===== src/rtl/tcc_pkg.sv =====
`timescale 1ns / 1ps

package tcc_pkg;

  // Default screen geometry
  localparam int COLUMNS_DEF = 80;
  localparam int ROWS_DEF    = 25;

  // Pending-op queue between front and back
  localparam int QUEUE_DEPTH = 2;

  // Config port
  localparam int PADDR_W = 3;
  localparam logic REG_TEXT_COLOR = 1'b0;  // register index, paddr[2]
  localparam logic [7:0] COLOR_RESET = 8'h07;

  // Cell values
  localparam logic [15:0] RESET_CELL = 16'h0720;
  localparam logic [7:0]  CH_SPACE   = 8'h20;

  // Control bytes for put_char
  localparam logic [7:0] CH_NL  = 8'h0A;
  localparam logic [7:0] CH_CR  = 8'h0D;
  localparam logic [7:0] CH_TAB = 8'h09;
  localparam logic [7:0] CH_BS  = 8'h08;
  localparam logic [7:0] TAB_MASK = 8'hF8;  // clears the low three bits

  // Command codes
  localparam logic [2:0] CMD_PUT_CHAR   = 3'd0;
  localparam logic [2:0] CMD_WRITE_CELL = 3'd1;
  localparam logic [2:0] CMD_READ_CELL  = 3'd2;
  localparam logic [2:0] CMD_SET_CURSOR = 3'd3;
  localparam logic [2:0] CMD_CLEAR      = 3'd4;
  localparam logic [2:0] CMD_SET_PROT   = 3'd5;

  typedef struct packed {
    logic [2:0] command;
    logic [7:0] char_code;
    logic [6:0] cell_col;
    logic [4:0] cell_row;
    logic [3:0] fore_color;
    logic [3:0] back_color;
  } tcc_in_t;

  typedef struct packed {
    logic [15:0] read_data;
    logic [10:0] cursor_position;
    logic [4:0]  cursor_row_out;
    logic [6:0]  cursor_col_out;
    logic        scrolled;
  } tcc_out_t;

  // One classified command, handed from front to back
  typedef struct packed {
    logic        do_write;
    logic        do_read;
    logic        do_scroll;
    logic        do_clear;
    logic [4:0]  cell_row;
    logic [6:0]  cell_col;
    logic [15:0] wr_data;
    logic [4:0]  first_row;  // first row that moves in a scroll
    logic [4:0]  cur_row;
    logic [6:0]  cur_col;
    logic [10:0] cur_pos;
  } tcc_op_t;

endpackage


===== src/rtl/tcc_queue.sv =====
`timescale 1ns / 1ps

module tcc_queue (
  input  logic             clk,
  input  logic             rst_n,
  input  logic             push,
  input  tcc_pkg::tcc_op_t push_data,
  output logic             full,
  input  logic             pop,
  output tcc_pkg::tcc_op_t pop_data,
  output logic             empty
);

  localparam int DEPTH = tcc_pkg::QUEUE_DEPTH;
  localparam int PTR_W = (DEPTH > 1) ? $clog2(DEPTH) : 1;
  localparam int CNT_W = $clog2(DEPTH + 1);

  tcc_pkg::tcc_op_t entries_r [DEPTH];
  logic [PTR_W-1:0] wr_ptr_r, rd_ptr_r;
  logic [CNT_W-1:0] count_r;

  function automatic logic [PTR_W-1:0] ptr_inc(input logic [PTR_W-1:0] p);
    ptr_inc = (p == PTR_W'(DEPTH - 1)) ? '0 : p + PTR_W'(1);
  endfunction

  assign full     = (count_r == CNT_W'(DEPTH));
  assign empty    = (count_r == '0);
  assign pop_data = entries_r[rd_ptr_r];

  always_ff @(posedge clk) begin
    if (push) begin
      entries_r[wr_ptr_r] <= push_data;
    end
  end

  always_ff @(posedge clk) begin
    if (!rst_n) begin
      wr_ptr_r <= '0;
      rd_ptr_r <= '0;
      count_r  <= '0;
    end else begin
      if (push) begin
        wr_ptr_r <= ptr_inc(wr_ptr_r);
      end
      if (pop) begin
        rd_ptr_r <= ptr_inc(rd_ptr_r);
      end
      if (push && !pop) begin
        count_r <= count_r + CNT_W'(1);
      end else if (pop && !push) begin
        count_r <= count_r - CNT_W'(1);
      end
    end
  end

endmodule


===== config.mk =====
export PLATFORM = sky130hd
export DESIGN_NAME = tcc_queue
export DESIGN_NICKNAME = d
export VERILOG_FILES = /design/src/rtl/tcc_pkg.sv /design/src/rtl/tcc_queue.sv
export SDC_FILE = /design/constraint.sdc
export NUM_CORES = 1
export LEC_CHECK = 0
export BUFFER_PORTS_ARGS = -buffer_cell sky130_fd_sc_hd__buf_2
export CELL_PAD_IN_SITES_DETAIL_PLACEMENT = 1
export CELL_PAD_IN_SITES_GLOBAL_PLACEMENT = 2
export CORE_UTILIZATION = 37
export CTS_CLUSTER_DIAMETER = 80
export DETAILED_ROUTE_END_ITERATION = 16
export PLACE_DENSITY_LB_ADDON = 0.1
export RECOVER_POWER = 50
export SLEW_MARGIN = 20
export SYNTH_ARGS = -nofsm -noshare
export SYNTH_HDL_FRONTEND = slang
export SYNTH_SLANG_ARGS = --single-unit

===== constraint.sdc =====
create_clock -name clk -period 4.4 [get_ports clk]
set_input_delay 0.88 -clock clk [delete_from_list [all_inputs] [get_ports clk]]
set_output_delay 0.88 -clock clk [all_outputs]
set_load 0.005 [all_outputs]

# Word-level counts from Yosys, hierarchy flattened
# Memory sizes are Yosys's and may differ from the RTL's. A register that Yosys moved wholly into a read port is not among the register bits.
# Cells that the tools add are included.
[classes]
addsub = 4
mux = 8
reduce_logical = 6
eq_ne = 1
[op_table]
columns = ["operator", "n"]
rows = [
  ["1-bit 2-to-1 mux", 6],
  ["2-bit 2-to-1 mux", 2],
  ["1-bit adder, second input constant", 2],
  ["2-bit by 1-bit adder with 2-bit output, second input constant", 1],
  ["2-bit equality test, second input constant", 1],
  ["1-bit logical AND", 2],
  ["1-bit zero test", 2],
  ["2-bit zero test", 1],
  ["2-bit nonzero test", 1],
  ["2-bit by 1-bit subtractor with 2-bit output, second input constant", 1],
]
[totals]
mem_bits_rw = 120
output_inout_bits = 62
wordCells = 23
inputBits = 64
memories = 1
register_bits = 4
[mem_list]
columns = ["name", "depth", "width", "read_ports", "rd_clocked_by_memory_dff", "wr", "line_no", "rtl"]
rows = [
  ["entries_r", 2, 60, 1, 1, 1, "tcc_queue.sv:18", "tcc_pkg::tcc_op_t entries_r [DEPTH];"],
]

# Depth between registers and ports, before layout
# Gate-level depths: netlist of the first run.
[logic_depth]
word_depth = 4
depth_mapped = 5
mapped_depth_nobuf = 5

# Worst setup path before layout of the first run
# OpenSTA, ideal clock, no wires.
[synth_path]
path_kind = "in2reg"
startpoint = "input push"
endpoint = "memory entries_r[0][0] (netlist name), enable pin"
path_stages = 1
slack_ps = 359
setup_time_ps = 486
n_path_buf = 0
t_required_ps = 3914
arrival_ps = 3555
path_cell_list = "nor2b_1"
[synth_between]
elab_chain_len = 2
[synth_rtl]
columns = ["element", "line_no", "rtl"]
rows = [
  ["start, declared", "tcc_queue.sv:6", "input logic push,"],
  ["1-bit 2-to-1 mux", "tcc_queue.sv:31", "if (push) begin"],
  ["1-bit 2-to-1 mux (not written as such)", "tcc_queue.sv:32", "entries_r[wr_ptr_r] <= push_data;"],
  ["end, declared", "tcc_queue.sv:18", ""],
]
# No other way between the ends.

==> results.tsv, run 1 <==
metric	value	unit
die_w	112.9	um
numCtsBuffers	17	
p_per_area	501.3	mW/mm2
antenna_left	0	
cts_tree	yes	
io_buffers	125	
arrival	1920	ps
grt_antenna_before_repair	0	
path_class	register to output port	
grt_pass1_wl	12.90	mm
final_cells	510	
end_kind	output port	
cap_violations	0	
p_seq_share	47.5	%
via_per_inst	4.612	
vias	2352	
yosysWarnings	0	
rr_startpoint	wr_ptr_r	
first_pass_iters	4	
num_rows	40	
dp_hpwl	5.544	mm
grt_usage	14.25	%
power_frac_comb	8.0	%
worstPathRequired	3520	ps
synth_cell_types	17	
postSynthCellCount	209	
core_area	0.01201	mm2
grt_pass1_vias	2481	
hold_buffers	0	
p_leak	2.164	nW
nNetsFinal	416	
crit_path_start_kind	register	
status	finished, final reports clean	
root_buffer	clkbuf_16	
grt_max_degree	49	
initial_core_util	37.86	%
final_layout_size_suffix_gt1_share	51.79	%
met2_usage	23.46	%
ir_worst_vdd	0.0002295	V
grt_use_met1	16.12	%
post_drt_wl_per_cell	16.55	um
fin_worst_skew	5.568	ps
fmax	357.7	MHz
cts_buffer_depth	2	
p_int	2.370	mW
use_met3	5.303	%
drtIter0Drc	75	
place_ws	1910	ps
path_clk_slew	50	ps
p_sw	573.0	uW
period_needed	2795	ps
ys_ff_latch	125	
pwr-share-clk	44.6	%
dieArea	0.01274	mm2
post-route-period-util	63.53	%
swShare	19.47	%
drc	0	
worstSkewPairLatency	400	ps
min_from	count_r[1]	
grt_overflow	0	
gp_congestion	0.6995	
cts_htree_levels	4	
setup_tns	0	ps
slew_headroom	18.60	%
fin_ws	1605	ps
antenna_cells	0	
wirelength	8.440	mm
io_pins	126	
crit_fanout	29	
syn_to_final_growth	29.08	%
cts_setup_buffers	0	
rsz0062_at_grt	no	
placedCellCount	479	
hold_path.class	register to register	
hold_viol_final	0	
syn_area	0.004548	mm2
busiest_layer	met2	
tightest_slew	1219	ps
die_h	112.9	um
setup_violations	0	
avgSynthCellArea	21.76	um2
cts-resized-gates	0	
synth_fp_nets	274	
yosysSeqAreaShare	81.43	%
maxSlewViolCount	0	
cts.sinks	125	
==> cells in the mapped netlist (all sizes together) <==
library cell / number / area (um2)
and2: 4 / 25.02
and2b: 1 / 8.760
xnor2: 1 / 8.760
a21boi: 1 / 7.510
o21a: 1 / 7.510
nor2b: 2 / 12.51
buf: 7 / 50.04
ha: 1 / 12.51
dfxtp: 5 / 100.1
or3: 1 / 6.260
edfxtp: 120 / 3603
xor2: 2 / 17.52
inv: 1 / 3.750
o21ai: 1 / 5.000
nor2: 1 / 3.750
mux2: 60 / 675.7
==> per-layer routing <==
layer	up-vias	part of all wire, %
met5	-	0
met1	1161	42
met2	73	51
met4	0	1.8
li1	1107	-
met3	11	5.8
==> critical path, stage by stage, from the launching register on <==
cell and delay (ps):
dfxtp_2 550, buf_4 440, mux2_2 380, buf_2 130
==> power by group through the flow <==
stage | logic, mW | registers [mW] | clock network, mW
3_3_place_gp | 0.243 | 1.42 | 0
3_5_place_dp | 0.246 | 1.42 | 0
5_1_grt | 0.257 | 1.40 | 1.40
4_1_cts | 0.247 | 1.40 | 1.35
6_report | 0.235 | 1.40 | 1.31
2_1_floorplan | 0.133 | 1.41 | 0
==> cells in the final DEF (no fill, tap or decap) <==
| cell type | instances |
|---|---|
| edfxtp_1 | 120 |
| buf_2 | 99 |
| mux2_2 | 60 |
| clkbuf_1 | 29 |
| clkbuf_16 | 17 |
| clkinv_1 | 6 |
| dfxtp_1 | 4 |
| buf_4 | 4 |
| and2_0 | 3 |
| clkinv_2 | 3 |
| bufinv_16 | 3 |
| xor2_1 | 2 |
| nor2b_1 | 2 |
| inv_1 | 1 |
| nor2_1 | 1 |
| and2b_2 | 1 |
| xnor2_1 | 1 |
| and2_1 | 1 |
| o21a_1 | 1 |
| o21ai_0 | 1 |
| or3_1 | 1 |
| a21boi_0 | 1 |
| ha_1 | 1 |
| dfxtp_2 | 1 |
==> sequential cells by signal (all words and copies together), names as in the netlist, named ones only <==
register / cells
entries_r: 120
count_r: 2
rd_ptr_r: 1
wr_ptr_r: 1
==> logic make-up (layout without fill, tap and decap cells) <==
kind of cell,Yosys count,in the layout,synth area share [%]
buffers and inverters,8,162,1.183
xor gates and xnor gates,3,3,0.5778
AOI/OAI and AO/OA,3,3,0.4402
and+or+nand+nor,9,9,1.238
DFF,125,125,81.43
muxes,60,60,14.86
adders and majority gates,1,1,0.2751
==> area by class of cell <==
cell class | instances | area (um2)
fillers | 1164 | 6141
flip-flops and latches | 125 | 3705
multi-input cells | 76 | 790.8
repair buffers | 130 | 626.9
clock buffers | 19 | 432.9
well taps | 147 | 183.9
clock inverters | 12 | 127.6
inverters | 1 | 3.754
==> per-stage QoR <==
stage,power (mW),hold slack [ps],area (um2),util (%)
floorplan,1.547,466.2,4548,-
global placement,1.661,492.6,5355,44.58
detailed placement,1.667,507.7,5355,44.58
CTS,2.991,520.4,5916,49.25
global route,3.055,567.1,5871,48.88
finish,2.943,533.7,5871,48.88
==> final timing paths <==
| path | end | slack, ps | cells past startpoint |
|---|---|---|---|
| worst min-delay path | count_r[1] | 530 | 2 |
| worst max-delay path | pop_data[35] | 1600 | 3 |
| worst min register to register | count_r[1] | 530 | 2 |
| worst max register to register | entries_r[1][41] | 2010 | 2 |
(Power assumes the default switching activity.)
==> inputs of run 2 (changes only) <==
==> constraint.sdc (replaced) <==
create_clock -name clk -period 2.92 [get_ports clk]
set_input_delay 0.584 -clock clk [delete_from_list [all_inputs] [get_ports clk]]
set_output_delay 0.584 -clock clk [all_outputs]
set_load 0.005 [all_outputs]
==> results.tsv, run 2 (synthesis results as in run 1) <==
metric	value	unit
hold_viol_final	0	
cts_htree_levels	4	
regMostFlops	entries_r	
end_kind	output port	
final_layout_size_suffix_gt1_share	53.57	%
dp_hpwl	5.395	mm
r2r_end	entries_r[0][0]	
tightest_slew	1676	ps
die_w	112.9	um
cts.sinks	125	
cts_tree	yes	
initial_core_util	37.86	%
num_rows	40	
grt_usage	14.63	%
antenna_left	0	
maxSlewViolCount	62	
r2r_slack	850	ps
grt_pass1_wl	13.23	mm
fillCellCount	1163	
largest_register_ff_count	120	
dieArea	0.01274	mm2
io_pins	126	
cts_buffer_depth	2	
via_per_inst	4.654	
rsz0062_at_grt	no	
die_h	112.9	um
p_per_area	733.7	mW/mm2
drtIter0Drc	120	
slew_headroom	-11.76	%
crit_path_start_kind	register	
path_class	register to output port	
numCtsBuffers	17	
syn_to_final_growth	28.67	%
r2r_cells	2	
wirelength	8.624	mm
grt_antenna_before_repair	0	
hold_path.class	input pin to register	
vias	2378	
cap_violations	1	
final_util	48.72	%
multi_input_area	799.5	um2
worstSkewPairLatency	400	ps
setup_violations	0	
io_buffers	125	
ff_latch_area	0.003705	mm2
crit_fanout	33	
min_path_cells	1	
hold_buffers	0	
path_clk_slew	50	ps
status	finished with violations	
fmax	441.4	MHz
violations	max-capacitance violations, max-slew violations	
worstPathRequired	2340	ps
first_pass_iters	4	
grt_pass1_vias	2512	
reg.largest.list	entries_r (120), count_r (2)	
grt_max_degree	62	
setup_tns	0	ps
cts-resized-gates	0	
core_area	0.01201	mm2
nNetsFinal	416	
p_leak	2.170	nW
ir_worst_vdd	0.0002987	V
rr_startpoint	wr_ptr_r	
min_from	push_data[19]	
final_cell_mix	120 x edfxtp_1, 102 x buf_2, 60 x mux2_2, 26 x clkbuf_1, 17 x clkbuf_16	
root_buffer	clkbuf_16	
cts_setup_buffers	0	
final_common_cell	edfxtp_1	
post_drt_wl_per_cell	16.88	um
antenna_cells	0	
post-route-period-util	77.58	%
arrival	1680	ps
gp_congestion	0.6975	
drc	0	
period_needed	2265	ps
hold_end	entries_r[0][19]	
grt_overflow	0	
fin_worst_skew	4.313	ps
==> run 2: cell count changes in the layout (fill, tap and decap cells not counted), moves of 2 or more <==
cell | previous run | this run
buf_2 | 99 | 102
bufinv_16 | 3 | 1
clkbuf_1 | 29 | 26
clkinv_2 | 3 | 6
==> run 2: worst max path at each step <==
stage,cells past startpoint,slack (ps),start,end
after floorplan,1,310,push,entries_r[0][0]
after global placement,3,960,push,entries_r[1][10]
after detailed placement,3,940,push,entries_r[1][10]
after CTS,3,610,register,pop_data[50]
after global routing,3,570,register,pop_data[50]
final,3,650,register,pop_data[58]
==> run 2: area by class of cell <==
cell class	instances	share of cell area, %
inverter	1	0.06414
multi-input combinational	76	13.66
tap	147	3.143
clock buffer	20	7.462
sequential	125	63.31
timing repair buffer	130	11.01
clock inverter	12	1.347
==> run 2: critical path, cell delays in order (launching register included) <==
cell,delay [ps]
dfxtp_2,320
buf_4,410
mux2_2,410
buf_2,130
==> run 2: stage by stage <==
step           hold slack (ps)  setup slack [ps]  power, mW  instance area [um2]  std cells
4_1_cts                  342.6             606.3      4.363                 5896        511
6_report                 367.2             654.7      4.294                 5852        511
5_1_grt                  341.9             567.5      4.461                 5852        511
3_5_place_dp             497.2             936.8      2.516                 5380        479
2_1_floorplan            466.2             310.4      2.329                 4551        209
3_3_place_gp             477.3             955.7      2.509                 5380        479
==> run 2: power breakdown <==
| group | internal [mW] | switching, mW |
|---|---|---|
| clock network | 1.14 | 0.687 |
| logic | 0.189 | 0.177 |
| registers | 2.08 | 0.0232 |
==> run 2: metal layers <==
metal / GRT usage (%) / routed length [um] / vias up
met5: 0 / 0 / -
met4: 7.895 / 140 / 0
met2: 23.33 / 4267 / 82
li1: - / - / 1112
met3: 5.410 / 486 / 14
met1: 17.30 / 3729 / 1170
==> inputs of run 3 (changes only) <==
--- a/config.mk
+++ b/config.mk
@@ -8,7 +8,7 @@
 export BUFFER_PORTS_ARGS = -buffer_cell sky130_fd_sc_hd__buf_2
 export CELL_PAD_IN_SITES_DETAIL_PLACEMENT = 1
 export CELL_PAD_IN_SITES_GLOBAL_PLACEMENT = 2
-export CORE_UTILIZATION = 37
+export CORE_UTILIZATION = 34
 export CTS_CLUSTER_DIAMETER = 80
 export DETAILED_ROUTE_END_ITERATION = 16
 export PLACE_DENSITY_LB_ADDON = 0.1
==> constraint.sdc (replaced) <==
create_clock -name clk -period 2 [get_ports clk]
set_input_delay 0.4 -clock clk [delete_from_list [all_inputs] [get_ports clk]]
set_output_delay 0.4 -clock clk [all_outputs]
set_load 0.005 [all_outputs]
==> results.tsv, run 3 (synthesis results as in run 1) <==
metric	value	unit
place_ws	496.5	ps
final_layout_size_suffix_gt1_share	53.15	%
rr_startpoint	wr_ptr_r	
initial_core_util	35.46	%
grt_pass1_wl	14.01	mm
via_per_inst	4.403	
cts.sinks	125	
drtIter0Drc	98	
drc	0	
crit_path_start_kind	register	
io_buffers	125	
rsz0062_at_grt	no	
tightest_slew	803.5	ps
antenna_left	0	
hold_buffers	0	
maxSlewViolCount	0	
design_area	0.005942	mm2
grt_pass1_vias	2615	
fmax	522.1	MHz
syn_to_final_growth	30.65	%
first_pass_iters	4	
cts_tree	yes	
largest_register_ff_count	120	
ir_worst_vdd	0.0004134	V
cts_htree_levels	4	
post_drt_wl_per_cell	16.57	um
cp_slowest_cell	dfxtp_2	
cts-resized-gates	0	
core_area	0.01282	mm2
total_power	6.378	mW
gp_congestion	0.6660	
postPlaceCellArea	0.005456	mm2
p_per_area	1073	mW/mm2
dp_hpwl	5.775	mm
regMostFlops	entries_r	
r2r_cells	2	
critPathMaxStageDelay	370	ps
min_from	push_data[58]	
num_rows	41	
grt_usage	13.94	%
cts_setup_buffers	0	
placedCellCount	505	
final_common_cell	edfxtp_1	
setup_violations	0	
worstPathRequired	1600	ps
final_util	46.33	%
wirelength	8.915	mm
setup_tns	0	ps
crit_chain	buf_12 -> mux2_2 -> buf_2	
end_kind	output port	
dieArea	0.01384	mm2
worstSkewPairLatency	410	ps
hold_viol_final	0	
fin_ws	84.72	ps
p_leak	2.177	nW
grt_overflow	0	
nNetsFinal	417	
final_cell_mix	120 x edfxtp_1, 99 x buf_2, 60 x mux2_2, 31 x clkbuf_1, 17 x clkbuf_16	
path_class	register to output port	
grt_antenna_before_repair	1	
slew_headroom	46.43	%
min_path_cells	1	
timing.hold.ws	174.7	ps
numCtsBuffers	17	
status	finished, final reports clean	
cts_buffer_depth	2	
die_h	117.7	um
final_cells	538	
reg.largest.list	entries_r (120), count_r (2)	
io_pins	126	
grt_max_degree	48	
cap_violations	0	
path_clk_slew	50	ps
crit_fanout	30	
hold_path.class	input pin to register	
period_needed	1915	ps
vias	2369	
post-route-period-util	95.76	%
root_buffer	clkbuf_16	
arrival	1520	ps
die_w	117.7	um
fin_worst_skew	3.973	ps
==> run 3: changes by cell type in the layout (fill, tap and decap cells not counted), sizes merged <==
cell,delta
buf,-3
clkbuf,+7
clkinv,-4
clkinvlp,+1
diode,+1
==> run 3: cell type report <==
cell class                 instances  area [um2]
fill                            1278        6883
sequential                       125        3705
multi-input combinational         76       792.0
timing repair buffer             131       684.4
clock buffer                      23       467.9
tap                              172       215.2
clock inverter                     9       71.32
inverter                           1       3.754
antenna                            1       2.502
==> run 3: path summary, 6_finish.rpt <==
path                      endpoint  slack, ps
hold / removal    entries_r[1][58]        170
setup / recovery       pop_data[3]         80
setup reg to reg  entries_r[0][49]        510
hold reg to reg         count_r[1]        540
==> run 3: worst max-delay path, delay by kind of cell (launching register included) <==
kind	cells	cell delay, ps
buffers and inverters	2	350
flip-flops	1	370
multiplexers	1	370
==> run 3: power by group <==
group	total [mW]	switching (mW)	internal, mW
Combinational	0.548	0.261	0.288
Clock	2.76	1.01	1.75
Sequential	3.07	0.0372	3.03
Total	6.38	1.31	5.07
==> run 3: routing by layer <==
| metal | routed length (um) | vias to the layer above | global-route usage [%] |
|---|---|---|---|
| met5 | 0 | - | 0 |
| met4 | 187 | 0 | 7.212 |
| met3 | 558 | 16 | 5.766 |
| met2 | 4341 | 73 | 21.58 |
| met1 | 3828 | 1170 | 16.58 |
| li1 | - | 1110 | - |
