File: config.mk
export PLATFORM = sky130hd
export DESIGN_NAME = tcc_front
export DESIGN_NICKNAME = d
export VERILOG_FILES = /design/src/rtl/tcc_pkg.sv /design/src/rtl/tcc_front.sv
export SDC_FILE = /design/constraint.sdc
export NUM_CORES = 1
export LEC_CHECK = 0
export ABC_AREA = 1
export ABC_CLOCK_PERIOD_IN_PS = 8600
export BUFFER_PORTS_ARGS = -buffer_cell sky130_fd_sc_hd__buf_2
export CELL_PAD_IN_SITES_DETAIL_PLACEMENT = 2
export CELL_PAD_IN_SITES_GLOBAL_PLACEMENT = 2
export CORE_UTILIZATION = 28
export DETAILED_ROUTE_END_ITERATION = 7
export GPL_TIMING_DRIVEN = 0
export MAX_ROUTING_LAYER = met4
export PLACE_DENSITY = 0.91
export SLEW_MARGIN = 20
export SYNTH_ARGS = -nofsm -noshare
export SYNTH_HDL_FRONTEND = slang
export SYNTH_SLANG_ARGS = --single-unit
File: constraint.sdc
create_clock -name clk -period 8.6 [get_ports clk]
set_input_delay 0.43 -clock clk [delete_from_list [all_inputs] [get_ports clk]]
set_output_delay 0.43 -clock clk [all_outputs]
set_load 0.02 [all_outputs]
File: src/rtl/tcc_pkg.sv
`timescale 1ns / 1ps

package tcc_pkg;

  // Default screen geometry
  localparam int COLUMNS_DEF = 80;
  localparam int ROWS_DEF    = 25;

  // Pending-op queue between front and back
  localparam int QUEUE_DEPTH = 2;

  // Config port
  localparam int PADDR_W = 3;
  localparam logic REG_TEXT_COLOR = 1'b0;  // register index, paddr[2]
  localparam logic [7:0] COLOR_RESET = 8'h07;

  // Cell values
  localparam logic [15:0] RESET_CELL = 16'h0720;
  localparam logic [7:0]  CH_SPACE   = 8'h20;

  // Control bytes for put_char
  localparam logic [7:0] CH_NL  = 8'h0A;
  localparam logic [7:0] CH_CR  = 8'h0D;
  localparam logic [7:0] CH_TAB = 8'h09;
  localparam logic [7:0] CH_BS  = 8'h08;
  localparam logic [7:0] TAB_MASK = 8'hF8;  // clears the low three bits

  // Command codes
  localparam logic [2:0] CMD_PUT_CHAR   = 3'd0;
  localparam logic [2:0] CMD_WRITE_CELL = 3'd1;
  localparam logic [2:0] CMD_READ_CELL  = 3'd2;
  localparam logic [2:0] CMD_SET_CURSOR = 3'd3;
  localparam logic [2:0] CMD_CLEAR      = 3'd4;
  localparam logic [2:0] CMD_SET_PROT   = 3'd5;

  typedef struct packed {
    logic [2:0] command;
    logic [7:0] char_code;
    logic [6:0] cell_col;
    logic [4:0] cell_row;
    logic [3:0] fore_color;
    logic [3:0] back_color;
  } tcc_in_t;

  typedef struct packed {
    logic [15:0] read_data;
    logic [10:0] cursor_position;
    logic [4:0]  cursor_row_out;
    logic [6:0]  cursor_col_out;
    logic        scrolled;
  } tcc_out_t;

  // One classified command, handed from front to back
  typedef struct packed {
    logic        do_write;
    logic        do_read;
    logic        do_scroll;
    logic        do_clear;
    logic [4:0]  cell_row;
    logic [6:0]  cell_col;
    logic [15:0] wr_data;
    logic [4:0]  first_row;  // first row that moves in a scroll
    logic [4:0]  cur_row;
    logic [6:0]  cur_col;
    logic [10:0] cur_pos;
  } tcc_op_t;

endpackage

File: src/rtl/tcc_front.sv
`timescale 1ns / 1ps

module tcc_front #(
  parameter int COLUMNS = tcc_pkg::COLUMNS_DEF,
  parameter int ROWS    = tcc_pkg::ROWS_DEF
) (
  input  logic             clk,
  input  logic             rst_n,
  input  logic             in_valid,
  output logic             in_stall,
  input  tcc_pkg::tcc_in_t in_data,
  input  logic [7:0]       text_color,
  input  logic             init_busy,
  input  logic             q_full,
  output logic             q_push,
  output tcc_pkg::tcc_op_t q_data
);

  localparam logic [4:0] ROW_LAST = 5'(ROWS - 1);
  localparam logic [6:0] COL_LAST = 7'(COLUMNS - 1);

  logic [4:0] cur_row_r, cur_row_nxt;
  logic [6:0] cur_col_r, cur_col_nxt;
  logic [4:0] prot_r, prot_nxt;
  tcc_pkg::tcc_op_t op;

  assign in_stall = q_full || init_busy;
  assign q_push   = in_valid && !in_stall;
  assign q_data   = op;

  always_comb begin
    logic [7:0]  col_t;
    logic [5:0]  row_t;
    logic [4:0]  prot_t;
    logic [12:0] pos_t;
    logic        in_range;

    cur_row_nxt = cur_row_r;
    cur_col_nxt = cur_col_r;
    prot_nxt    = prot_r;
    op          = '0;
    col_t       = {1'b0, cur_col_r};
    row_t       = {1'b0, cur_row_r};
    prot_t      = ROW_LAST;
    in_range    = ({1'b0, in_data.cell_col} < 8'(COLUMNS)) &&
                  ({1'b0, in_data.cell_row} < 6'(ROWS));

    case (in_data.command)
      tcc_pkg::CMD_PUT_CHAR: begin
        case (in_data.char_code)
          tcc_pkg::CH_NL: begin
            col_t = '0;
            row_t = row_t + 6'd1;
          end
          tcc_pkg::CH_CR: begin
            col_t = '0;
          end
          tcc_pkg::CH_TAB: begin
            col_t = (col_t + 8'd8) & tcc_pkg::TAB_MASK;
          end
          tcc_pkg::CH_BS: begin
            if (col_t != 8'd0) begin
              col_t = col_t - 8'd1;
            end
          end
          default: begin
            op.do_write = 1'b1;
            op.cell_row = cur_row_r;
            op.cell_col = cur_col_r;
            op.wr_data  = {text_color, in_data.char_code};
            col_t       = col_t + 8'd1;
          end
        endcase
        // wrap at the right edge, scroll at the bottom
        if (col_t >= 8'(COLUMNS)) begin
          col_t = '0;
          row_t = row_t + 6'd1;
        end
        if (row_t >= 6'(ROWS)) begin
          row_t        = 6'(ROWS - 1);
          op.do_scroll = 1'b1;
        end
        cur_row_nxt = row_t[4:0];
        cur_col_nxt = col_t[6:0];
      end
      tcc_pkg::CMD_WRITE_CELL: begin
        op.do_write = in_range;
        op.cell_row = in_data.cell_row;
        op.cell_col = in_data.cell_col;
        op.wr_data  = {in_data.back_color, in_data.fore_color, in_data.char_code};
      end
      tcc_pkg::CMD_READ_CELL: begin
        op.do_read  = in_range;
        op.cell_row = in_data.cell_row;
        op.cell_col = in_data.cell_col;
      end
      tcc_pkg::CMD_SET_CURSOR: begin
        cur_col_nxt = ({1'b0, in_data.cell_col} < 8'(COLUMNS)) ? in_data.cell_col : COL_LAST;
        cur_row_nxt = ({1'b0, in_data.cell_row} < 6'(ROWS)) ? in_data.cell_row : ROW_LAST;
      end
      tcc_pkg::CMD_CLEAR: begin
        op.do_clear = 1'b1;
        cur_row_nxt = '0;
        cur_col_nxt = '0;
        prot_nxt    = '0;
      end
      tcc_pkg::CMD_SET_PROT: begin
        if ({1'b0, in_data.cell_row} < 6'(ROWS)) begin
          prot_t = in_data.cell_row;
        end
        prot_nxt = prot_t;
        if (cur_row_r < prot_t) begin
          cur_row_nxt = prot_t;
          cur_col_nxt = '0;
        end
      end
      default: begin
      end
    endcase

    pos_t        = 13'(cur_row_nxt) * 13'(COLUMNS) + 13'(cur_col_nxt);
    op.first_row = prot_r;
    op.cur_row   = cur_row_nxt;
    op.cur_col   = cur_col_nxt;
    op.cur_pos   = pos_t[10:0];
  end

  always_ff @(posedge clk) begin
    if (!rst_n) begin
      cur_row_r <= '0;
      cur_col_r <= '0;
      prot_r    <= '0;
    end else if (q_push) begin
      cur_row_r <= cur_row_nxt;
      cur_col_r <= cur_col_nxt;
      prot_r    <= prot_nxt;
    end
  end

  a_row_in_screen: assert property (@(posedge clk) disable iff (!rst_n)
    {1'b0, cur_row_r} < 6'(ROWS))
    else $error("cursor row left the screen");

  a_col_in_screen: assert property (@(posedge clk) disable iff (!rst_n)
    {1'b0, cur_col_r} < 8'(COLUMNS))
    else $error("cursor column left the screen");

  a_prot_in_screen: assert property (@(posedge clk) disable iff (!rst_n)
    {1'b0, prot_r} < 6'(ROWS))
    else $error("protected row count out of range");

endmodule

# --- Word-level counts from Yosys, hierarchy flattened ---
# Index checks and enable logic that the tools add are counted.
classes:
  addsub: 6
  n_mul: 1
  magnitude_cmp: 5
  n_eq_ne: 9
  n_mux: 26
  reduce_logical: 11
op_table:
  columns: ["cell", "n"]
  rows:
  - ["equality test 8 x 4 -> 1 bit (second input constant)", 4]
  - ["one-hot mux 16 bit (2 select lines)", 1]
  - ["2-to-1 mux 28 bit", 1]
  - ["one-hot mux 7 bit (4 select lines)", 1]
  - ["2-to-1 mux 6 bit", 4]
  - ["one-hot mux 12 bit (2 select lines)", 1]
  - ["one-hot mux 8 bit (3 select lines)", 1]
  - ["2-to-1 mux 7 bit", 3]
  - ["2-to-1 mux 5 bit", 4]
  - ["one-hot mux 5 bit (4 select lines)", 1]
  - ["2-to-1 mux 8 bit", 2]
  - ["adder 11 x 7 -> 11 bit", 1]
  - ["one-hot mux 5 bit (2 select lines)", 1]
  - ["adder 7 x 1 -> 8 bit (second input constant)", 1]
  - ["adder 7 x 4 -> 8 bit (second input constant)", 1]
  - ["greater-or-equal comparator 8 x 7 -> 1 bit (second input constant)", 1]
  - ["subtractor 7 x 1 -> 8 bit (second input constant)", 1]
  - ["< comparator 7 bit (second input constant)", 1]
  - ["multiplier 5 x 3 -> 7 bit (second input constant)", 1]
  - ["nonzero test 7 bit", 1]
  - ["adder 5 x 1 -> 6 bit (second input constant)", 1]
  - ["adder 6 x 1 -> 6 bit (second input constant)", 1]
  - ["equality test 3 x 2 -> 1 bit (second input constant)", 2]
  - ["equality test 3 bit (second input constant)", 2]
  - ["14 further kinds", 20]
word_totals:
  register_bits: 17
  input_bits: 44

# --- Logic depth before layout (Yosys ltp) ---
# Gate-level depths: netlist (run 1).
logic_depth:
  word_depth: 12
  mapped_depth: 32

# --- Least setup slack after synthesis (run 1) ---
# OpenSTA, ideal clock, no wires.
synth_timing:
  kind: "input to output"
  from: "input in_data[9] (netlist name)"
  to: "output q_data[10] (netlist name)"
  arrival_ps: 4122
  required_ps: 8170
  path_slack_ps: 4048
  cell_stages: 23
  n_path_buf: 1
  cell_sequence: "nor2_1 a21oi_1 nor2_1 inv_1 ha_1 a21oi_1 o211ai_1 clkbuf_1 o211ai_1 o211ai_1 inv_1 nand2_1 nand2_1 inv_1 ha_1 ha_1 inv_1 fa_1 or3_1 xor2_1 inv_1 nand2_2 nand2_2"
synth_lines:
  columns: ["item", "line", "text"]
  rows:
  - ["from (decl)", "tcc_front.sv:11", "input tcc_pkg::tcc_in_t in_data,"]
  - ["to (decl)", "tcc_front.sv:16", "output tcc_pkg::tcc_op_t q_data"]

==> Flow_metrics.wiki, run 1 <==
{| class="wikitable"
! Metric !! Value
|-
| Critical path buffers and inverters || 8
|-
| Number of gates resized after CTS || 0
|-
| Post-route insts no fill || 708
|-
| Count of warnings emitted by yosys || 0
|-
| Synth top area share || 0.125
|-
| Number of buffers created by CTS || 3
|-
| Fraction of layout cells with a size suffix above 1 || 0.311
|-
| Crit end category || primary output
|-
| Setup skew after layout || 0.00108 ns
|-
| Global placement routability congestion || 0.860
|-
| Leading area contributor after synthesis || sky130_fd_sc_hd__nand2_1
|-
| Maximum number of pins on one net before global-route repair || 11
|-
| Most frequent cells after synthesis || 97 x sky130_fd_sc_hd__nand2_1, 67 x sky130_fd_sc_hd__inv_1, 45 x sky130_fd_sc_hd__nor2_1, 32 x sky130_fd_sc_hd__nand3_1, 24 x sky130_fd_sc_hd__o21ai_0
|-
| Cell type with the highest occurrence count on the critical path || sky130_fd_sc_hd__inv_1
|-
| Critical-path top delay cell || sky130_fd_sc_hd__o211ai_1
|-
| Measured slew at the worst slew-check pin || 0.737 ns
|-
| Number of antenna violations at the first check in global routing || 0
|-
| Number of global-route vias before repair || 4060
|-
| Global-route wire length before repair || 21100 µm
|-
| Mapped Area || 2900 µm²
|-
| Worst EP required || 8.17 ns
|-
| Max_slew headroom || 0.507
|-
| Number of remaining DRC errors || 0
|-
| Synthesized instance count || 466
|-
| Number of library cell types mapped by synthesis || 50
|-
| Setup repair after global routing missed its margin || false
|-
| Routed wirelength normalized by instance count || 18.2 µm
|-
| Net count after synthesis || 531
|-
| Via-per-instance ratio || 5.06
|-
| Count of flip-flops with a built-in enable after synthesis || 0
|-
| Deepest clock path buffer count || 2
|-
| Total detailed-routing wirelength || 12900 µm
|-
| Detailed placer's ending HPWL || 11000 µm
|-
| R2R Setup Slk || 5.89 ns
|-
| Residual antenna-violating net count after detailed routing || 0
|-
| Setup repair bufs after CTS || 0
|-
| Critical path class || input pin to primary output
|-
| Starting Density || 0.293
|-
| TritonCTS Sinks || 17
|-
| Top achievable clock speed || 183 MHz
|-
| Clock transition at path regs || 0.09 ns
|-
| Capturing point of the worst reg2reg path || cur_row_r[3]$_SDFFE_PN0P_
|-
| Placed Cells incl. Taps || 704
|-
| Placement Rows || 36
|-
| Full die area || 10800 µm²
|-
| Clock Power Share || 0.187
|-
| Power Dens Cells || 101 nW/µm²
|-
| Final setup TNS || 0 ns
|-
| Worst r2r src || cur_col_r[4]$_SDFFE_PN0P_
|-
| Number of DRC markers after the initial detailed-route iteration || 81
|-
| HP Class || input pin to flip-flop
|-
| Post-synthesis area per instance || 6.23 µm²
|-
| Startpoint kind of the worst setup timing path || input pin
|-
| Flop pwr share || 0.236
|-
| GRT Total Usage || 0.246
|-
| Beginning of the critical path || in_data[11]
|-
| Total via count after detailed routing || 3584
|-
| Total overflow reported by the global router || 0
|-
| Area of the core region || 9910 µm²
|-
| Final hold violation count || 0
|-
| Hold buffer count at cts || 0
|-
| Run status || finished, final reports clean
|-
| Comb pwr share || 0.577
|-
| Most frequent cell after synthesis || sky130_fd_sc_hd__nand2_1
|-
| Die outline width || 104 µm
|-
| Final worst path period share || 0.635
|-
| Ant diodes || 0
|-
| Flop and latch count out of synthesis || 17
|-
| Leakage || 1.95 nW
|-
| CTS H-tree lvls || 1
|-
| Total iterations of the first detailed-routing run || 4
|-
| Cell depth of the worst setup path || 25
|-
| Clk_lat worst skew || 0.26 ns
|-
| Largest fanout of any net on the critical path || 10
|-
| Max-cap check violation count || 0
|-
| Library cell used as clock root buffer || sky130_fd_sc_hd__clkbuf_8
|-
| Switching power || 0.185 mW
|-
| Die extent in y || 104 µm
|-
| Worst path arrival time || 5.03 ns
|-
| Max-slew violations || 0
|-
| Final worst path period need || 5.46 ns
|-
| Main area contributors after synthesis || sky130_fd_sc_hd__nand2_1 13%, sky130_fd_sc_hd__dfxtp_1 12%, sky130_fd_sc_hd__inv_1 8.7%, sky130_fd_sc_hd__ha_1 8.2%, sky130_fd_sc_hd__nor2_1 5.8%
|-
| Internal || 0.184 mW
|-
| Part of the Yosys area used for sequential elements || 0.117
|-
| Longest individual stage delay on the worst path || 0.53 ns
|-
| Growth of design area from synthesis to finish || 25.4%
|-
| Last element of the critical path || q_data[10]
|-
| Share of synthesized registers carrying an async set or reset || 0
|-
| Family with the most delay on the worst path || adder cells
|-
| PortBufs || 105
|-
| Number of cells on the worst reg-to-reg path || 17
|-
| TritonCTS clock tree || done
|-
| Setup violation total in the final timing report || 0
|-
| Top FF cell, synth || sky130_fd_sc_hd__dfxtp_1
|-
| Top-level port count || 106
|-
| Maximum resistive drop on vdd || 0.0591 mV
|-
| Fraction of the core area covered by cells at the end of the flow || 0.368
|-
| Final Net Count || 641
|-
| Proportion of total power due to net switching || 0.501
|}
-- power groups by stage --
stage / logic, mW / registers, mW / clock network [mW]
final: 0.213 / 0.0872 / 0.0690
after global routing: 0.232 / 0.0875 / 0.0730
after CTS: 0.214 / 0.0870 / 0.0712
after detailed placement: 0.213 / 0.0887 / 0
after global placement: 0.198 / 0.0882 / 0
after floorplan: 0.140 / 0.0868 / 0
-- flip-flops by register name (all words and copies together) (netlist names) --
register and count:
prot_r 5, cur_row_r 5, cur_col_r 7
-- final cells by class --
type | count | area (µm²)
multi-input cells | 354 | 2170
clock inverters | 1 | 5.00
clock buffers | 3 | 41.3
flip-flops and latches | 17 | 340
fillers | 1300 | 6270
well taps | 133 | 166
repair buffers | 105 | 526
inverters | 82 | 315
plain buffers | 13 | 82.6
-- per-layer routing --
metal,up-vias,GRT usage,wire (µm)
li1,1738,-,-
met1,1729,0.291,5500
met2,99,0.450,6680
met3,18,0.0183,462
met4,0,0.0612,230
met5,-,-,0
-- stage by stage --
step	setup slack (ns)	hold slack, ns	total power [mW]	instance area (µm²)
after global placement	3.38	0.453	0.287	3600
after CTS	3.10	0.445	0.373	3640
after floorplan	4.05	0.541	0.227	2900
after global routing	2.75	0.461	0.392	3640
after detailed placement	3.14	0.463	0.302	3600
final	3.14	0.447	0.370	3640
-- logic make-up (layout without fill, tap and decap cells) --
kind of cell    after synthesis  after routing  synth area share
compound gates               83             83             0.187
buf+inv                      95            204             0.137
fa+ha+maj                    21             21            0.0956
flops                        17             17             0.117
xor+xnor                     15             15            0.0478
simple gates                235            235             0.416
-- worst reg2reg max path, stage by stage (launching register included) --
cell                      delay [ns]
sky130_fd_sc_hd__dfxtp_1        0.54
sky130_fd_sc_hd__inv_1          0.19
sky130_fd_sc_hd__ha_1           0.25
sky130_fd_sc_hd__nand4_1        0.15
sky130_fd_sc_hd__or2_1          0.16
sky130_fd_sc_hd__nor2_2         0.06
sky130_fd_sc_hd__nor3_4         0.27
sky130_fd_sc_hd__nand2_4        0.15
sky130_fd_sc_hd__inv_2          0.12
sky130_fd_sc_hd__nand2_1        0.06
sky130_fd_sc_hd__nand2_1        0.11
sky130_fd_sc_hd__inv_2          0.06
sky130_fd_sc_hd__nand3_4        0.09
sky130_fd_sc_hd__nand2_1        0.05
sky130_fd_sc_hd__nand2_1        0.12
sky130_fd_sc_hd__nand2_1        0.07
sky130_fd_sc_hd__nand2_1        0.10
sky130_fd_sc_hd__a21oi_2        0.06
-- worst min-delay path by stage --
stage | start | endpoint | slack (ns) | cells after the start
after global routing | in_data[12] | prot_r[4]$_SDFFE_PN0P_ | 0.46 | 3
after floorplan | prot_r[0]$_SDFFE_PN0P_ | prot_r[0]$_SDFFE_PN0P_ | 0.54 | 2
final | in_data[12] | prot_r[4]$_SDFFE_PN0P_ | 0.45 | 3
after global placement | prot_r[3]$_SDFFE_PN0P_ | prot_r[3]$_SDFFE_PN0P_ | 0.45 | 2
after detailed placement | prot_r[0]$_SDFFE_PN0P_ | prot_r[0]$_SDFFE_PN0P_ | 0.46 | 2
after CTS | in_data[12] | prot_r[4]$_SDFFE_PN0P_ | 0.44 | 3
-- layout by cell type, fill, tap and decap left out, types with 5 or more instances in the layout --
| cell type | n |
|---|---|
| sky130_fd_sc_hd__buf_4 | 5 |
| sky130_fd_sc_hd__o21ai_0 | 24 |
| sky130_fd_sc_hd__inv_1 | 67 |
| sky130_fd_sc_hd__nor2_4 | 6 |
| sky130_fd_sc_hd__buf_2 | 105 |
| sky130_fd_sc_hd__nor2_2 | 9 |
| sky130_fd_sc_hd__a21oi_1 | 15 |
| sky130_fd_sc_hd__nand2_1 | 97 |
| sky130_fd_sc_hd__nand3_1 | 32 |
| sky130_fd_sc_hd__nor3_1 | 5 |
| sky130_fd_sc_hd__clkbuf_1 | 6 |
| sky130_fd_sc_hd__nand2_4 | 5 |
| sky130_fd_sc_hd__a22o_1 | 8 |
| sky130_fd_sc_hd__inv_2 | 11 |
| sky130_fd_sc_hd__a211oi_1 | 6 |
| sky130_fd_sc_hd__xor2_1 | 13 |
| sky130_fd_sc_hd__ha_1 | 19 |
| sky130_fd_sc_hd__dfxtp_1 | 17 |
| sky130_fd_sc_hd__o211ai_1 | 10 |
| sky130_fd_sc_hd__nand4_1 | 9 |
| sky130_fd_sc_hd__nand2_2 | 7 |
| sky130_fd_sc_hd__nor2_1 | 45 |
| sky130_fd_sc_hd__nand3_2 | 6 |
| sky130_fd_sc_hd__o22ai_1 | 8 |
Note: power is estimated with default switching activity, not from simulation.
==> inputs of run 2 (changes only) <==
- ABC_CLOCK_PERIOD_IN_PS: 8600 -> 5100
- CORE_UTILIZATION: 28 -> 26
- PLACE_DENSITY: 0.91 -> 0.86
- clock period: 8.6 -> 5.1 ns (I/O delays scaled with it)
==> run 2 against run 1 <==
Effect of this change: first-iteration DRC count is 23% higher; core utilization fell by 2.3 points; global-route usage shrank 1.6 points; wire length is 3.1% lower; critical endpoint unchanged.
==> Flow_metrics.wiki, run 2 (same netlist as run 1, synthesis figures left out) <==
{| class="wikitable"
! Metric !! Value
|-
| Run status || finished, final reports clean (unchanged)
|-
| Leading cell type in the layout, fill and taps excluded || sky130_fd_sc_hd__buf_2 (unchanged)
|-
| Flip-flop count of the largest register, all copies and words added || 7 (unchanged)
|-
| Measured slew at the worst slew-check pin || 0.749 ns (was 0.737 ns)
|-
| Detailed placer's ending HPWL || 10600 µm (was 11000 µm)
|-
| Worst r2r src || cur_col_r[4]$_SDFFE_PN0P_ (unchanged)
|-
| Number of remaining DRC errors || 0 (unchanged)
|-
| Maximum number of pins on one net before global-route repair || 11 (unchanged)
|-
| Beginning of the critical path || cur_col_r[4]$_SDFFE_PN0P_ (was in_data[11])
|-
| Setup repair after global routing missed its margin || false (unchanged)
|-
| Ant diodes || 0 (unchanged)
|-
| Max-slew violations || 0 (unchanged)
|-
| Routed wirelength normalized by instance count || 17.4 µm (was 18.2 µm)
|-
| GRT Total Usage || 0.230 (was 0.246)
|-
| Fraction of layout cells with a size suffix above 1 || 0.347 (was 0.311)
|-
| Full die area || 11600 µm² (was 10800 µm²)
|-
| Number of global-route vias before repair || 4049 (was 4060)
|-
| CTS H-tree lvls || 1 (unchanged)
|-
| Die outline width || 108 µm (was 104 µm)
|-
| Die extent in y || 108 µm (was 104 µm)
|-
| Registers with the most flip-flops || cur_col_r x7, cur_row_r x5, prot_r x5 (unchanged)
|-
| Placement Rows || 38 (was 36)
|-
| TritonCTS clock tree || done (unchanged)
|-
| Clock transition at path regs || 0.08 ns (was 0.09 ns)
|-
| Global placement routability congestion || 0.877 (was 0.860)
|-
| Total power after layout || 0.623 mW (was 0.370 mW)
|-
| Number of DRC markers after the initial detailed-route iteration || 100 (was 81)
|-
| Library cell used as clock root buffer || sky130_fd_sc_hd__clkbuf_8 (unchanged)
|-
| HP Class || input pin to flip-flop (unchanged)
|-
| Cell type with the highest occurrence count on the critical path || sky130_fd_sc_hd__nand2_1 (was sky130_fd_sc_hd__inv_1)
|-
| Maximum resistive drop on vdd || 0.0810 mV (was 0.0591 mV)
|-
| Crit end category || primary output (unchanged)
|-
| Growth of design area from synthesis to finish || 28.6% (was 25.4%)
|-
| Biggest register || cur_col_r (unchanged)
|-
| Max_slew headroom || 0.499 (was 0.507)
|-
| Largest fanout of any net on the critical path || 8 (was 10)
|-
| Total iterations of the first detailed-routing run || 4 (unchanged)
|-
| PortBufs || 105 (unchanged)
|-
| Final worst path period share || 0.939
|-
| Top achievable clock speed || 209 MHz
|-
| Total detailed-routing wirelength || 12500 µm (was 12900 µm)
|-
| Setup violation total in the final timing report || 0 (unchanged)
|-
| Placed standard-cell area || 3600 µm² (about the same)
|-
| Worst Hold Margin || 0.267 ns (was 0.447 ns)
|-
| Final hold violation count || 0 (unchanged)
|-
| Deepest clock path buffer count || 2 (unchanged)
|-
| Starting Density || 0.268 (was 0.293)
|-
| Residual antenna-violating net count after detailed routing || 0 (unchanged)
|-
| Total overflow reported by the global router || 0 (unchanged)
|-
| Worst path arrival time || 4.53 ns (was 5.03 ns)
|-
| Final worst path period need || 4.79 ns
|-
| Area of the core region || 10800 µm² (was 9910 µm²)
|-
| Top-level port count || 106 (unchanged)
|-
| TritonCTS Sinks || 17 (unchanged)
|-
| Critical-path top delay cell || sky130_fd_sc_hd__fa_2 (was sky130_fd_sc_hd__o211ai_1)
|-
| Fillers || 1365 (was 1300)
|-
| Global-route wire length before repair || 20600 µm (was 21100 µm)
|-
| Max-cap check violation count || 0 (unchanged)
|-
| Hold path startpoint || in_data[12] (unchanged)
|-
| Number of buffers created by CTS || 3 (unchanged)
|-
| Cell area after layout || 3730 µm² (was 3640 µm²)
|-
| Final Net Count || 643 (was 641)
|-
| Critical path class || flip-flop to primary output (was input pin to primary output)
|-
| Total via count after detailed routing || 3586 (was 3584)
|-
| Leakage || 1.97 nW (was 1.95 nW)
|-
| Setup skew after layout || 0.00859 ns (was 0.00108 ns)
|-
| R2R Setup Slk || 2.71 ns (was 5.89 ns)
|-
| Via-per-instance ratio || 5.00 (was 5.06)
|-
| Highest-count cells in the layout ignoring fill and taps || 105 x sky130_fd_sc_hd__buf_2, 94 x sky130_fd_sc_hd__nand2_1, 64 x sky130_fd_sc_hd__inv_1, 44 x sky130_fd_sc_hd__nor2_1, 32 x sky130_fd_sc_hd__nand3_1 (was 105 x sky130_fd_sc_hd__buf_2, 97 x sky130_fd_sc_hd__nand2_1, 67 x sky130_fd_sc_hd__inv_1, 45 x sky130_fd_sc_hd__nor2_1, 32 x sky130_fd_sc_hd__nand3_1)
|-
| Final setup TNS || 0 ns (unchanged)
|-
| Worst EP required || 4.85 ns (was 8.17 ns)
|-
| Longest individual stage delay on the worst path || 0.48 ns (was 0.53 ns)
|-
| Number of antenna violations at the first check in global routing || 0 (unchanged)
|-
| Startpoint kind of the worst setup timing path || flip-flop (was input pin)
|-
| Power Dens Cells || 167 nW/µm² (was 101 nW/µm²)
|-
| Clk_lat worst skew || 0.27 ns (was 0.26 ns)
|}
[run 2: changes by cell type in the layout (fill, tap and decap cells not counted), moves of 2 or more]
cell,change
sky130_fd_sc_hd__dfxtp_1,-5
sky130_fd_sc_hd__dfxtp_4,+3
sky130_fd_sc_hd__ha_1,-3
sky130_fd_sc_hd__inv_1,-3
sky130_fd_sc_hd__inv_4,+3
sky130_fd_sc_hd__nand2_1,-3
sky130_fd_sc_hd__nand2_2,+3
sky130_fd_sc_hd__dfxtp_2,+2
sky130_fd_sc_hd__ha_2,+2
[run 2: final timing paths]
path,to,depth (start not counted)
max,q_data[10],29
max reg2reg,cur_row_r[3]$_SDFFE_PN0P_,19
min reg2reg,prot_r[3]$_SDFFE_PN0P_,2
min,prot_r[4]$_SDFFE_PN0P_,3
[run 2: area by class of cell]
cell class | instances | area (µm²) | share of cell area
clock buffer | 3 | 41.3 | 0.0111
multi-input combinational | 354 | 2210 | 0.591
tap | 140 | 175 | 0.0469
timing repair buffer | 107 | 541 | 0.145
inverter | 82 | 323 | 0.0864
buffer | 13 | 87.6 | 0.0235
clock inverter | 1 | 5.00 | 0.00134
sequential | 17 | 354 | 0.0948
[run 2: where the power goes]
part           total [mW]  internal [mW]  switching (mW)  leakage, nW
clock network       0.112         0.0545          0.0572       0.0255
registers           0.147          0.137         0.00951        0.141
logic               0.364          0.124           0.240         1.80
total               0.623          0.316           0.307         1.97
[run 2: what timing repair did]
action                                  in CTS  in global routing
resized for setup                            4                 24
endpoints found under the hold margin        0                  0
endpoints found under the setup margin       1                  1
gates cloned                                 0                  0
hold buffers                                 0                  0
buffers inserted                             1                  1
pin swaps                                    1                  3
[run 2: metal layers]
layer | vias up | global-route usage | wire, µm
met5 | - | - | 0
met4 | 0 | 0.0528 | 159
met3 | 14 | 0.0109 | 269
met2 | 65 | 0.426 | 6540
met1 | 1763 | 0.272 | 5500
li1 | 1744 | - | -
[run 2: through the flow]
step                      worst slack [ns]  utilization  instances
after global routing                0.0109        0.345        717
after global placement               0.201        0.333        711
after detailed placement            0.0262        0.333        711
final                                0.311        0.345        717
after floorplan                      0.898            -        466
after CTS                           0.0573        0.338        716
[run 2: critical path, delay by kind of cell, from the launching register on]
family	cells	cell delay (ns)
fa+ha+maj	4	1.18
xor+xnor	1	0.16
flops	1	0.41
buf+inv	6	0.57
simple gates	18	1.93
==> inputs of run 3 (changes only) <==
==> constraint.sdc (replaced) <==
create_clock -name clk -period 5.1 [get_ports clk]
set_input_delay 1.02 -clock clk [delete_from_list [all_inputs] [get_ports clk]]
set_output_delay 1.02 -clock clk [all_outputs]
set_load 0.02 [all_outputs]
==> run 3 against run 2 <==
Effect of this change: the flow now finishes with violations (setup timing); clock-buffer cell count unchanged; via count up 13%; core utilization up 8.0 points; cell count up 5.4%; sequential share of layout area down 2.1 points; die area unchanged; flip-flop and latch count unchanged; combinational power up 45%; cell area up 23%; first-iteration DRC count up 51%; wire length up 48%; critical endpoint unchanged; highest routed layer unchanged.
==> Flow_metrics.wiki, run 3 (same netlist as run 1, synthesis figures left out) <==
{| class="wikitable"
! Metric !! Value
|-
| Placed Cells incl. Taps || 711 (unchanged)
|-
| TritonCTS clock tree || done (unchanged)
|-
| Worst hold path endpoint || prot_r[0]$_SDFFE_PN0P_ (was prot_r[4]$_SDFFE_PN0P_)
|-
| TritonCTS Sinks || 17 (unchanged)
|-
| Longest individual stage delay on the worst path || 0.41 ns (was 0.48 ns)
|-
| Setup repair after global routing missed its margin || true (was false)
|-
| Number of cells on the worst reg-to-reg path || 22 (was 19)
|-
| Area of the core region || 10800 µm² (unchanged)
|-
| Clk_lat worst skew || 0.28 ns (was 0.27 ns)
|-
| HP Class || flip-flop to flip-flop (was input pin to flip-flop)
|-
| Crit end category || primary output (unchanged)
|-
| Routed wirelength normalized by instance count || 24.3 µm (was 17.4 µm)
|-
| Final worst path period share || 1.17 (was 0.939)
|-
| Leading cell type in the layout, fill and taps excluded || sky130_fd_sc_hd__buf_2 (unchanged)
|-
| Full die area || 11600 µm² (unchanged)
|-
| Leakage || 2.23 nW (was 1.97 nW)
|-
| Startpoint kind of the worst setup timing path || input pin (was flip-flop)
|-
| Number of DRC markers after the initial detailed-route iteration || 151 (was 100)
|-
| Maximum number of pins on one net before global-route repair || 11 (unchanged)
|-
| Residual antenna-violating net count after detailed routing || 0 (unchanged)
|-
| Maximum resistive drop on vdd || 0.106 mV (was 0.0810 mV)
|-
| Measured slew at the worst slew-check pin || 0.794 ns (was 0.749 ns)
|-
| Total overflow reported by the global router || 0 (unchanged)
|-
| Number of buffers created by CTS || 3 (unchanged)
|-
| Final Net Count || 682 (was 643)
|-
| Registers with the most flip-flops || cur_col_r x7, cur_row_r x5, prot_r x5 (unchanged)
|-
| Biggest register || cur_col_r (unchanged)
|-
| Max-cap check violation count || 0 (unchanged)
|-
| Total iterations of the first detailed-routing run || 4 (unchanged)
|-
| Deepest clock path buffer count || 2 (unchanged)
|-
| PortBufs || 105 (unchanged)
|-
| Largest fanout of any net on the critical path || 8 (unchanged)
|-
| Capturing point of the worst reg2reg path || cur_row_r[3]$_SDFFE_PN0P_ (unchanged)
|-
| Hold Path Depth || 2 (was 3)
|-
| Number of antenna violations at the first check in global routing || 0 (unchanged)
|-
| Worst EP required || 4.08 ns (was 4.85 ns)
|-
| Final worst path period need || 5.97 ns (was 4.79 ns)
|-
| DP Worst Slack || -1.11 ns (was 0.0262 ns)
|-
| Highest-count cells in the layout ignoring fill and taps || 90 x sky130_fd_sc_hd__buf_2, 63 x sky130_fd_sc_hd__nand2_1, 52 x sky130_fd_sc_hd__inv_1, 42 x sky130_fd_sc_hd__buf_4, 37 x sky130_fd_sc_hd__nor2_1 (was 105 x sky130_fd_sc_hd__buf_2, 94 x sky130_fd_sc_hd__nand2_1, 64 x sky130_fd_sc_hd__inv_1, 44 x sky130_fd_sc_hd__nor2_1, 32 x sky130_fd_sc_hd__nand3_1)
|-
| Flip-flop count of the largest register, all copies and words added || 7 (unchanged)
|-
| Top achievable clock speed || 168 MHz (was 209 MHz)
|-
| Min setup slack post-route || -0.867 ns (was 0.311 ns)
|-
| Detailed placer's ending HPWL || 10900 µm (was 10600 µm)
|-
| Setup violation total in the final timing report || 4 (was 0)
|-
| Critical path buffers and inverters || 7 (was 6)
|-
| Total detailed-routing wirelength || 18400 µm (was 12500 µm)
|-
| R2R Setup Slk || 2.10 ns (was 2.71 ns)
|-
| GRT Total Usage || 0.299 (was 0.230)
|-
| Family with the most delay on the worst path || simple AND/OR/NAND/NOR gates (unchanged)
|-
| Final hold violation count || 0 (unchanged)
|-
| Ant diodes || 0 (unchanged)
|-
| CTS H-tree lvls || 1 (unchanged)
|-
| Worst r2r src || cur_col_r[4]$_SDFFE_PN0P_ (unchanged)
|-
| Library cell used as clock root buffer || sky130_fd_sc_hd__clkbuf_8 (unchanged)
|-
| Via-per-instance ratio || 5.38 (was 5.00)
|-
| Global-route wire length before repair || 25800 µm (was 20600 µm)
|-
| Run status || finished, violations left (was finished, final reports clean)
|-
| Post-route insts no fill || 756 (was 717)
|-
| Number of remaining DRC errors || 0 (unchanged)
|-
| Cell type with the highest occurrence count on the critical path || sky130_fd_sc_hd__nand2_2 (was sky130_fd_sc_hd__nand2_1)
|-
| Die outline width || 108 µm (unchanged)
|-
| Setup skew after layout || 0.00109 ns (was 0.00859 ns)
|-
| Critical-path top delay cell || sky130_fd_sc_hd__or3_4 (was sky130_fd_sc_hd__fa_2)
|-
| Fillers || 1267 (was 1365)
|-
| Power Dens Cells || 173 nW/µm² (was 167 nW/µm²)
|-
| Failing checks || setup timing
|-
| Placement Rows || 38 (unchanged)
|-
| Global placement routability congestion || 0.886 (was 0.877)
|-
| Hold buffer count at cts || 0 (unchanged)
|-
| Die extent in y || 108 µm (unchanged)
|-
| Growth of design area from synthesis to finish || 58.4% (was 28.6%)
|-
| Total via count after detailed routing || 4067 (was 3586)
|-
| Critical path class || input pin to primary output (was flip-flop to primary output)
|-
| Max_slew headroom || 0.469 (was 0.499)
|-
| Top-level port count || 106 (unchanged)
|-
| Max-slew violations || 0 (unchanged)
|-
| Number of global-route vias before repair || 4530 (was 4049)
|-
| Beginning of the critical path || in_data[21] (was cur_col_r[4]$_SDFFE_PN0P_)
|-
| Fraction of layout cells with a size suffix above 1 || 0.502 (was 0.347)
|-
| Clock transition at path regs || 0.08 ns (about the same)
|-
| Worst path arrival time || 4.95 ns (was 4.53 ns)
|-
| Starting Density || 0.268 (unchanged)
|-
| Hold path startpoint || prot_r[0]$_SDFFE_PN0P_ (was in_data[12])
|-
| Fraction of the core area covered by cells at the end of the flow || 0.424 (was 0.345)
|-
| Final setup TNS || -1.89 ns (was 0 ns)
|}
[run 3: cell types whose count changed in the layout (fill, tap and decap cells not counted), moves of 12 or more]
cell,delta
sky130_fd_sc_hd__buf_2,-15
sky130_fd_sc_hd__inv_1,-12
sky130_fd_sc_hd__buf_6,+15
sky130_fd_sc_hd__nand2_1,-31
sky130_fd_sc_hd__buf_4,+36
sky130_fd_sc_hd__nand2_2,+25
[run 3: final cells by class]
| type | instances | area [µm²] | share of cell area |
|---|---|---|---|
| clock inverters | 1 | 5.00 | 0.00109 |
| clock buffers | 3 | 41.3 | 0.00897 |
| plain buffers | 13 | 93.8 | 0.0204 |
| multi-input cells | 354 | 2640 | 0.573 |
| inverters | 82 | 343 | 0.0745 |
| repair buffers | 146 | 963 | 0.209 |
| well taps | 140 | 175 | 0.0381 |
| flip-flops and latches | 17 | 342 | 0.0742 |
[run 3: how the worst max path moves through the flow]
stage | endpoint | cells past startpoint | slack [ns]
floorplan | q_data[10] | 23 | -0.30
global placement | q_data[10] | 25 | -0.92
detailed placement | q_data[10] | 31 | -1.11
CTS | q_data[10] | 30 | -0.63
global route | q_data[10] | 30 | -1.02
finish | q_data[10] | 30 | -0.87
[run 3: timing repair]
action / CTS / global route
setup endpoints to repair: 6 / 6
pin swaps: 30 / 43
resized for setup: 82 / 62
setup buffers: 35 / 8
endpoints found under the hold margin: 0 / 0
[run 3: power by group]
group / internal, mW / switching [mW]
Sequential: 0.138 / 0.0104
Clock: 0.0549 / 0.0643
Combinational: 0.205 / 0.321
Total: 0.398 / 0.396
[run 3: worst reg2reg max path, stage by stage (launching register included)]
cell                      delay (ns)
sky130_fd_sc_hd__dfxtp_1        0.55
sky130_fd_sc_hd__inv_1          0.22
sky130_fd_sc_hd__ha_1           0.27
sky130_fd_sc_hd__nand3_1        0.10
sky130_fd_sc_hd__nand2_1        0.08
sky130_fd_sc_hd__nand2_1        0.11
sky130_fd_sc_hd__nand2_2        0.09
sky130_fd_sc_hd__nand3_4        0.08
sky130_fd_sc_hd__nand2_2        0.07
sky130_fd_sc_hd__nand2_2        0.09
sky130_fd_sc_hd__nand2_4        0.09
sky130_fd_sc_hd__nand2_8        0.11
sky130_fd_sc_hd__inv_4          0.06
sky130_fd_sc_hd__nand2_1        0.10
sky130_fd_sc_hd__nand2_2        0.09
sky130_fd_sc_hd__inv_4          0.08
sky130_fd_sc_hd__nand3_4        0.10
sky130_fd_sc_hd__nand2_2        0.09
sky130_fd_sc_hd__nand2_2        0.06
sky130_fd_sc_hd__nand2_2        0.10
sky130_fd_sc_hd__nand2_4        0.06
sky130_fd_sc_hd__buf_4          0.14
sky130_fd_sc_hd__a21oi_2        0.19
[run 3: per-layer routing]
layer  share of wire  routed length [µm]  up-vias  global-route usage
met3           0.041                 753       41              0.0260
li1                -                   -     1822                   -
met2            0.52                9560      148               0.525
met4           0.027                 504        0               0.112
met5               0                   0        -                   -
met1            0.41                7570     2056               0.354
[run 3: per-stage QoR]
step	hold slack [ns]	area, µm²	power [mW]
final	0.491	4600	0.794
after global routing	0.518	4600	0.822
after CTS	0.483	4350	0.721
after detailed placement	0.464	3690	0.527
after global placement	0.453	3690	0.502
after floorplan	0.541	2990	0.399
